[config.mk]
export PLATFORM = sky130hd
export DESIGN_NAME = bnf_front_flat
export DESIGN_NICKNAME = d
export VERILOG_FILES = /design/src/bnf_pkg.sv /design/src/bnf_if.sv /design/src/bnf_front.sv /design/src/flat_wrapper.sv
export SDC_FILE = /design/constraint.sdc
export NUM_CORES = 1
export LEC_CHECK = 0
export BUFFER_PORTS_ARGS = -buffer_cell sky130_fd_sc_hd__buf_2
export CAP_MARGIN = 10
export CORE_MARGIN = 4
export CORE_UTILIZATION = 30
export CTS_CLUSTER_DIAMETER = 50
export DETAILED_ROUTE_END_ITERATION = 6
export GPL_TIMING_DRIVEN = 0
export SYNTH_ARGS = -nofsm -noshare
export SYNTH_HDL_FRONTEND = slang
export SYNTH_SLANG_ARGS = --single-unit
[constraint.sdc]
create_clock -name i_clk -period 14.45 [get_ports i_clk]
set_input_delay 2.89 -clock i_clk [delete_from_list [all_inputs] [get_ports i_clk]]
set_output_delay 2.89 -clock i_clk [all_outputs]
set_load 0.01 [all_outputs]
[src/bnf_pkg.sv]
package bnf_pkg;

    localparam int CoordW       = 16;
    localparam int NormW        = 16;
    localparam int SumW         = 40;
    localparam int MaxNeighbors = 64;
    localparam int CntW         = $clog2(MaxNeighbors + 1);
    localparam int CfgIdxW      = 2;
    localparam int CfgDataW     = 16;

    localparam logic [CfgIdxW-1:0] CfgInvF = 2'd0;
    localparam logic [CfgIdxW-1:0] CfgInvG = 2'd1;

    localparam logic [16:0] ExpLimit = 17'd3072;

    typedef enum logic {
        CMD_CENTER   = 1'b0,
        CMD_NEIGHBOR = 1'b1
    } t_cmd;

    typedef struct packed {
        logic                        load;
        logic                        add;
        logic                        emit;
        logic [2:0][CoordW-1:0]      pos;
        logic [2:0][NormW-1:0]       norm;
    } t_op;

    typedef struct packed {
        logic valid;
        logic pop;
    } t_qctl;

    typedef enum logic [3:0] {
        S_IDLE,
        S_SQ,
        S_TF,
        S_TG,
        S_EA,
        S_EB,
        S_W,
        S_ACC,
        S_MAG,
        S_NORM,
        S_N2,
        S_SQRT,
        S_DSET,
        S_DIV,
        S_OUT
    } t_bstate;

    function automatic logic [16:0] exp_whole(input logic [3:0] k);
        logic [16:0] v;
        case (k)
            4'd0:    v = 17'd65536;
            4'd1:    v = 17'd24109;
            4'd2:    v = 17'd8869;
            4'd3:    v = 17'd3263;
            4'd4:    v = 17'd1200;
            4'd5:    v = 17'd442;
            4'd6:    v = 17'd162;
            4'd7:    v = 17'd60;
            4'd8:    v = 17'd22;
            4'd9:    v = 17'd8;
            4'd10:   v = 17'd3;
            4'd11:   v = 17'd1;
            default: v = 17'd0;
        endcase
        return v;
    endfunction

    function automatic logic [16:0] exp_sixteenth(input logic [3:0] h);
        logic [16:0] v;
        case (h)
            4'd0:    v = 17'd65536;
            4'd1:    v = 17'd61565;
            4'd2:    v = 17'd57835;
            4'd3:    v = 17'd54331;
            4'd4:    v = 17'd51039;
            4'd5:    v = 17'd47947;
            4'd6:    v = 17'd45042;
            4'd7:    v = 17'd42313;
            4'd8:    v = 17'd39750;
            4'd9:    v = 17'd37341;
            4'd10:   v = 17'd35079;
            4'd11:   v = 17'd32954;
            4'd12:   v = 17'd30957;
            4'd13:   v = 17'd29081;
            4'd14:   v = 17'd27319;
            default: v = 17'd25664;
        endcase
        return v;
    endfunction

    function automatic logic [16:0] exp_fine(input logic [3:0] l);
        logic [16:0] v;
        case (l)
            4'd0:    v = 17'd65536;
            4'd1:    v = 17'd65280;
            4'd2:    v = 17'd65026;
            4'd3:    v = 17'd64772;
            4'd4:    v = 17'd64520;
            4'd5:    v = 17'd64268;
            4'd6:    v = 17'd64018;
            4'd7:    v = 17'd63768;
            4'd8:    v = 17'd63520;
            4'd9:    v = 17'd63272;
            4'd10:   v = 17'd63025;
            4'd11:   v = 17'd62780;
            4'd12:   v = 17'd62535;
            4'd13:   v = 17'd62291;
            4'd14:   v = 17'd62048;
            default: v = 17'd61806;
        endcase
        return v;
    endfunction

endpackage

[src/bnf_if.sv]
interface bnf_item_if;
    logic                               valid;
    logic                               ready;
    logic                               command;
    logic signed [bnf_pkg::CoordW-1:0]  pos_x;
    logic signed [bnf_pkg::CoordW-1:0]  pos_y;
    logic signed [bnf_pkg::CoordW-1:0]  pos_z;
    logic signed [bnf_pkg::NormW-1:0]   norm_x;
    logic signed [bnf_pkg::NormW-1:0]   norm_y;
    logic signed [bnf_pkg::NormW-1:0]   norm_z;
    logic                               neighbor_is_center;
    logic                               last_neighbor;

    modport source (output valid, command, pos_x, pos_y, pos_z, norm_x, norm_y, norm_z,
                    neighbor_is_center, last_neighbor, input ready);
    modport sink (input valid, command, pos_x, pos_y, pos_z, norm_x, norm_y, norm_z,
                  neighbor_is_center, last_neighbor, output ready);
endinterface


[src/bnf_front.sv]
module bnf_front (
    input  logic          i_clk,
    input  logic          i_rst_n,
    bnf_item_if.sink      i_item,
    input  logic          i_pop,
    output logic          o_op_valid,
    output bnf_pkg::t_op  o_op
);
    import bnf_pkg::*;

    t_op        r_q [2];
    logic       r_wp;
    logic       r_rp;
    logic [1:0] r_cnt;
    logic       push;
    logic       pop;
    t_op        cls;

    // classify the incoming item
    always_comb begin
        cls.load = (t_cmd'(i_item.command) == CMD_CENTER);
        cls.add  = (t_cmd'(i_item.command) == CMD_NEIGHBOR) && !i_item.neighbor_is_center;
        cls.emit = (t_cmd'(i_item.command) == CMD_NEIGHBOR) && i_item.last_neighbor;
        cls.pos  = {i_item.pos_z, i_item.pos_y, i_item.pos_x};
        cls.norm = {i_item.norm_z, i_item.norm_y, i_item.norm_x};
    end

    assign i_item.ready = (r_cnt != 2'd2);
    assign push         = i_item.valid && i_item.ready;
    assign pop          = i_pop && (r_cnt != 2'd0);
    assign o_op_valid   = (r_cnt != 2'd0);
    assign o_op         = r_q[r_rp];

    always_ff @(posedge i_clk) begin
        if (push) begin
            r_q[r_wp] <= cls;
        end
    end

    always_ff @(posedge i_clk) begin
        if (!i_rst_n) begin
            r_wp  <= 1'b0;
            r_rp  <= 1'b0;
            r_cnt <= 2'd0;
        end else begin
            if (push) begin
                r_wp <= ~r_wp;
            end
            if (pop) begin
                r_rp <= ~r_rp;
            end
            r_cnt <= r_cnt + 2'(push) - 2'(pop);
        end
    end

endmodule

[src/flat_wrapper.sv]
// flat-port wrapper written by rule: the top's interface ports become plain ports
module bnf_front_flat import bnf_pkg::*;
  (i_clk, i_rst_n, i_pop, o_op_valid, o_op, i_item_valid, i_item_command, i_item_pos_x, i_item_pos_y, i_item_pos_z, i_item_norm_x, i_item_norm_y, i_item_norm_z, i_item_neighbor_is_center, i_item_last_neighbor, i_item_ready);
  bnf_item_if i_item_i ();
  input  logic i_clk;
  input  logic i_rst_n;
  input  logic i_pop;
  output logic o_op_valid;
  output bnf_pkg::t_op o_op;
  input wire logic [$bits(i_item_i.valid)-1:0] i_item_valid;
  input wire logic [$bits(i_item_i.command)-1:0] i_item_command;
  input wire logic [$bits(i_item_i.pos_x)-1:0] i_item_pos_x;
  input wire logic [$bits(i_item_i.pos_y)-1:0] i_item_pos_y;
  input wire logic [$bits(i_item_i.pos_z)-1:0] i_item_pos_z;
  input wire logic [$bits(i_item_i.norm_x)-1:0] i_item_norm_x;
  input wire logic [$bits(i_item_i.norm_y)-1:0] i_item_norm_y;
  input wire logic [$bits(i_item_i.norm_z)-1:0] i_item_norm_z;
  input wire logic [$bits(i_item_i.neighbor_is_center)-1:0] i_item_neighbor_is_center;
  input wire logic [$bits(i_item_i.last_neighbor)-1:0] i_item_last_neighbor;
  output wire logic [$bits(i_item_i.ready)-1:0] i_item_ready;
  assign i_item_i.valid = i_item_valid;
  assign i_item_i.command = i_item_command;
  assign i_item_i.pos_x = i_item_pos_x;
  assign i_item_i.pos_y = i_item_pos_y;
  assign i_item_i.pos_z = i_item_pos_z;
  assign i_item_i.norm_x = i_item_norm_x;
  assign i_item_i.norm_y = i_item_norm_y;
  assign i_item_i.norm_z = i_item_norm_z;
  assign i_item_i.neighbor_is_center = i_item_neighbor_is_center;
  assign i_item_i.last_neighbor = i_item_last_neighbor;
  assign i_item_ready = i_item_i.ready;
  bnf_front u_core (.i_clk(i_clk), .i_rst_n(i_rst_n), .i_item(i_item_i), .i_pop(i_pop), .o_op_valid(o_op_valid), .o_op(o_op));
endmodule
==> impl_metrics.toml, run 1 <==
[clocking]
ctsHoldBuffers = 0
cts.sinks = 203
numCtsBuffers = 25
post_cts_resized = 0
clk_path_buf_depth = 3
post_cts_buffers = 0
ctsRootBufferMaster = "clkbuf_16"
tritoncts = "yes"
path_clk_slew_ns = 0.05
clk_latency_ns = 0.50
htree_levels = 1

[drt]
drt_iter0_markers = 126
drc_errors = 0
routed_wl_um = 14870
vias = 3865
first_pass_iters = 4
antenna_left = 0
viasPerCell = 4.224
post_drt_wl_per_cell_um = 16.25

[floorplan]
fp-row-count = 57
core_area_mm2 = 0.02432
initial_core_util_pct = 30.53
die_h_um = 165.3
io_pins = 204
die_w_um = 165.3
dieArea_mm2 = 0.02733

[timing]
worstMarginPinSlew_ns = 0.7494
hold_violations = 0
finalClockSkew_ns = 0.01015
finalSetupViolations = 0
rsz0062_at_grt = "no"
final.setup.tns_ns = 0
fin_crit_ns = 4.684
fin_crit_sh_pct = 32.42
finalMaxSlewViolations = 0
max_freq_mhz = 213.5
max_slew_margin_pct = 50.04

[cells_and_area]
fin_nets = 677
syn_to_final_growth_pct = 31.92
drive_above_1_share_pct = 60.51
design_area_mm2 = 0.009794

[placed_design]
placed_cell_area_mm2 = 0.008954
gp_congestion = 0.6952
dp_hpwl_um = 10460
port_buffers = 203

[yosys]
synth-seq-cells = 203
synth_area_per_cell_um2 = 21.97
synth.net_count = 443
yosys.area.top_type = "edfxtp_1"
ys_seq_area_share_pct = 81.43
netlist_instances = 338
yosysWarnings = 0
synth_top_area_share_pct = 80.08
synth_cell_type_count = 21
synth_area_leaders = "edfxtp_1 (80%), mux2_2 (13%), mux2_4 (2.0%), dfxtp_1 (1.3%), buf_2 (0.54%)"
netlist_area_mm2 = 0.007425

[power_and_ir_drop]
p_int_mw = 1.342
p_per_area_mw_per_mm2 = 185.0
p_leak_nw = 3.663
peakVddDrop_mv = 0.1370
seq_power_share_pct = 42.2
p_total_mw = 1.812
pwr-share-clk_pct = 34.1
comb_power_share_pct = 23.7
switching_power_mw = 0.4701
swShare_pct = 25.94

[grt]
grt_overflow = 0
grt_pass1_vias = 4308
antenna_found_initial = 1
grt_first_pass_wirelength_um = 22420
grt_max_degree = 52
grt_usage_pct = 10.47

[job]
drv_cap = 0

[worst_hold_path]
min-delay-start = "u_core.r_rp"
worstHoldPathType = "reg2reg"

[setup_path]
path_class = "reg2out"
arrival_ns = 1.79
start_kind = "flop"
worstPathRequired_ns = 11.56
cp-end-kind = "output port"
cp_max_fo = 10
reg2reg_from = "u_core.r_cnt[0]"

[run_status]
status = "completed"
cell usage in the layout (no fill, tap or decap), types with 2 or more instances in the layout:
cell type and instances:
inv_1 4, buf_6 3, buf_2 211, buf_12 2
edfxtp_1 198, clkbuf_16 25, nor2_1 4, mux2_2 89
clkinvlp_4 5, ha_1 2, dfxtp_1 5, clkbuf_1 5
clkinv_1 3, buf_16 2, mux2_4 10, bufinv_16 4
and2_1 4
metrics by stage:
step / utilization [%] / instances / setup WS, ns / hold WS [ns]
after floorplan: - / 338 / 6.461 / 0.4528
after global placement: 36.37 / 865 / 4.097 / 0.4695
after detailed placement: 36.82 / 869 / 9.863 / 0.5132
after CTS: 40.26 / 914 / 9.695 / 0.5297
after global routing: 40.26 / 914 / 9.665 / 0.5760
final: 40.27 / 915 / 9.766 / 0.5193
final cells by class:
| type | instances | area, um^2 |
|---|---|---|
| Antenna cell | 1 | 2.502 |
| Buffer | 11 | 73.82 |
| Clock buffer | 30 | 644.4 |
| Clock inverter | 15 | 193.9 |
| Fill cell | 2210 | 14530 |
| Inverter | 4 | 15.01 |
| Multi-Input combinational cell | 120 | 1303 |
| Sequential cell | 203 | 6046 |
| Tap cell | 324 | 405.4 |
| Timing Repair Buffer | 207 | 1111 |
registers in the layout, indices dropped and copies added, names as in the netlist, named ones only:
signal and cells:
u_core.r_q 198, u_core.r_cnt 2, u_core.r_rp 1, u_core.r_wp 1
cells in the mapped netlist:
cell type	count
nor2_1	4
buf_6	3
and3_1	1
nor2b_1	1
nand2b_1	1
and2_1	4
edfxtp_1	198
dfxtp_1	5
o21ai_0	1
ha_1	2
xor2_1	1
inv_1	4
nor3_1	1
or2_2	1
nand2_1	1
buf_2	8
o21a_1	1
mux2_4	10
mux2_2	89
nand4b_1	1
xnor2_1	1
final timing paths:
check	end	slack, ns	depth (start not counted)
worst min register to register	flop	0.52	2
worst max-delay path	o_op[93]	9.77	5
worst max register to register	u_core.r_q[0][90]	12.33	5
worst min-delay path	flop	0.52	2
metal layers:
metal  vias up  track usage, %  wire length, um
met4         2           4.012              490
met2       119           18.89             7752
li1       1814               -                -
met3        27           3.078             1136
met1      1903           11.62             5471
met5         -               0               13
power groups by stage:
stage / clock network, mW / logic, mW / registers (mW)
2_1_floorplan: 0 / 0.263 / 0.782
3_3_place_gp: 0 / 0.419 / 0.791
3_5_place_dp: 0 / 0.441 / 0.777
4_1_cts: 0.639 / 0.444 / 0.765
5_1_grt: 0.666 / 0.471 / 0.772
6_report: 0.618 / 0.430 / 0.764
logic make-up (layout without fill, tap and decap cells):
group / Yosys count / in the layout / share of synthesized area, %
AOI/OAI and AO/OA: 2 / 2 / 0.1685
xor gates and xnor gates: 2 / 2 / 0.2360
adders and majority gates: 2 / 2 / 0.3370
buffers and inverters: 15 / 267 / 1.196
DFF: 203 / 203 / 81.43
muxes: 99 / 99 / 15.52
other: 0 / 1 / 0
and+or+nand+nor: 15 / 15 / 1.112
critical path: stages, from the launching register on:
cell	delay [ns]
dfxtp_1	0.32
buf_6	0.16
buf_6	0.17
buf_6	0.19
mux2_4	0.31
buf_2	0.14
No activity file was read; power rests on OpenSTA's default activity.
==> run 2: changes to the inputs <==
Settings changed: ABC_AREA from default to 1.
Clock period 14.45 ns to 4.9 ns, I/O delays scaled along.
==> run 2 against run 1 <==
  * Power grew to 2.8 times the previous value
  * Critical path depth stayed put
  * Die area is 0.13% higher
  * Via count is 0.70% higher
  * Flip-flop and latch count stayed put
  * Clock skew is 0.0027 ns lower
  * Combinational power grew to 2.8 times the previous value
  * Critical path type unchanged
==> impl_metrics.toml, run 2 <==
[run_status]
status = "completed"

[setup_path]
path_cells = "buf_6 -> buf_6 -> buf_6 -> mux2_4 -> buf_2"
reg2reg_from = "u_core.r_cnt[0]"
cp_max_fo = 10
cp_slowest_stage_delay_ns = 0.32
worstReg2RegEnd = "u_core.r_q[0][45]"
path_class = "reg2out"
worstPathRequired_ns = 3.92
cp_slowest_cell = "dfxtp_1"
arrival_ns = 1.78
rr_worst_depth = 6
cp-end-kind = "output port"
crit_top_cell = "buf_6"
rrSetupSlack_ns = 2.92
start_kind = "flop"

[clocking]
tritoncts = "yes"
path_clk_slew_ns = 0.06
post_cts_buffers = 0
clk_latency_ns = 0.49
numCtsBuffers = 24
clk_path_buf_depth = 3
ctsRootBufferMaster = "clkbuf_16"
ctsHoldBuffers = 0
post_cts_resized = 0
htree_levels = 1
cts.sinks = 203

[placed_design]
place_ws_ns = 2.357
dp_hpwl_um = 10760
gp_congestion = 0.6836
port_buffers = 203

[worst_hold_path]
worstHoldPathType = "reg2reg"
min-delay-start = "u_core.r_rp"
worstHoldPathCells = 2

[drt]
antenna_left = 0
post_drt_wl_per_cell_um = 16.37
routed_wl_um = 15110
first_pass_iters = 4
viasPerCell = 4.217
drc_errors = 0
vias = 3892
drt_iter0_markers = 173

[cells_and_area]
fin_nets = 688
largestRegisters = "u_core.r_q: 198 flops, u_core.r_cnt: 2 flops"
largest_reg_flops = 198
final_util_pct = 39.84
most-common-layout-cells = "buf_2 (211), edfxtp_1 (198), mux2_2 (89), clkbuf_16 (25)"
syn_to_final_growth_pct = 30.33
drive_above_1_share_pct = 58.93
layout_commonest_cell = "buf_2"
antennaDiodeCount = 0
regMostFlops = "u_core.r_q"

[power_and_ir_drop]
pwr-share-clk_pct = 31.9
p_leak_nw = 3.668
comb_power_share_pct = 23.4
peakVddDrop_mv = 0.3446
p_total_mw = 5.092
p_int_mw = 3.743
p_per_area_mw_per_mm2 = 525.5
swShare_pct = 26.50
switching_power_mw = 1.349
seq_power_share_pct = 44.7

[yosys]
synth.net_count = 455
yosys.area.top_type = "edfxtp_1"
synthArstFlopShare_pct = 0
synth_edf_count = 198
synth_top_cells_by_count = "edfxtp_1 (198), mux2_2 (89), inv_1 (11)"
synth_top_area_share_pct = 79.97
synth_area_per_cell_um2 = 21.24
ys.flop_type = "edfxtp_1"
netlist_area_mm2 = 0.007435
netlist_instances = 350
synth_most_common_cell = "edfxtp_1"
synth-seq-cells = 203
synth_cell_type_count = 12
ys_seq_area_share_pct = 81.32
synth_area_leaders = "edfxtp_1 (80%), mux2_2 (13%), mux2_4 (2.0%), dfxtp_1 (1.3%), inv_1 (0.56%)"
yosysWarnings = 0

[timing]
fin_ws_ns = 2.138
worstMarginPinSlew_ns = 0.6477
finalMaxSlewViolations = 0
fin_crit_sh_pct = 56.37
hold_violations = 0
max_slew_margin_pct = 56.82
finalClockSkew_ns = 0.007405
fin_hold_ws_ns = 0.5217
rsz0062_at_grt = "no"
max_freq_mhz = 362.0
finalSetupViolations = 0
fin_crit_ns = 2.762

[floorplan]
initial_core_util_pct = 30.57
io_pins = 204
dieArea_mm2 = 0.02737
fp-row-count = 57
die_w_um = 165.4
die_h_um = 165.4
core_area_mm2 = 0.02432

[grt]
grt_max_degree = 58
grt_pass1_vias = 4274
grt_usage_pct = 10.33
grt_first_pass_wirelength_um = 22050
grt_overflow = 0
antenna_found_initial = 0

[job]
drv_cap = 0
==> run 2: cell count changes after synthesis, sizes merged, moves of 2 or more <==
cell,previous run,this run
and2,4,0
nand2,1,10
inv,4,11
nor2,4,9
a21oi,0,2
nand3,0,3
==> run 2: layer usage <==
metal | wire (um) | vias to the layer above | track usage (%) | part of all wire, %
li1 | - | 1835 | - | -
met1 | 5645 | 1897 | 11.46 | 37
met2 | 7868 | 137 | 18.76 | 52
met3 | 1275 | 23 | 3.028 | 8.4
met4 | 317 | 0 | 3.750 | 2.1
met5 | 0 | - | 0 | 0
==> run 2: worst max-delay path, delay by kind of cell, from the launching register on <==
kind	cells	cell delay, ns
flops	1	0.32
mux	1	0.31
buf+inv	4	0.65
==> run 2: how the worst max path moves through the flow <==
stage | depth (start not counted) | endpoint | slack (ns)
floorplan | 2 | u_core.r_q[0][0] | 0.84
global placement | 3 | u_core.r_q[0][59] | -0.57
detailed placement | 5 | u_core.r_q[0][61] | 2.36
CTS | 5 | o_op[93] | 2.06
global route | 5 | o_op[93] | 2.03
finish | 5 | o_op[93] | 2.14
==> run 2: cell type report <==
type	instances	area [um^2]
clock inverter	14	98.84
tap	324	405.4
clock buffer	28	636.9
timing repair buffer	207	1104
buffer	11	73.82
multi-input combinational	125	1281
fill	2217	14630
sequential	203	6046
inverter	11	43.79
==> run 2: cell families after synthesis <==
kind of cell,after synthesis,synth area share (%)
AOI/OAI and AO/OA,2,0.1346
adders and majority gates,2,0.3365
buffers and inverters,22,1.548
DFF,203,81.32
muxes,99,15.50
and+or+nand+nor,22,1.161
==> run 2: stage by stage <==
step	cell area (um^2)	TNS, ns	cells
after floorplan	7437	0	350
after global placement	8859	-54.26	877
after detailed placement	8954	0	881
after CTS	9689	0	923
after global routing	9689	0	923
final	9689	0	923
==> run 2: power by group through the flow <==
stage | logic, mW | registers, mW | clock network [mW]
2_1_floorplan | 0.720 | 2.32 | 0
3_3_place_gp | 1.15 | 2.34 | 0
3_5_place_dp | 1.23 | 2.32 | 0
4_1_cts | 1.23 | 2.28 | 1.69
5_1_grt | 1.31 | 2.30 | 1.77
6_report | 1.19 | 2.28 | 1.62
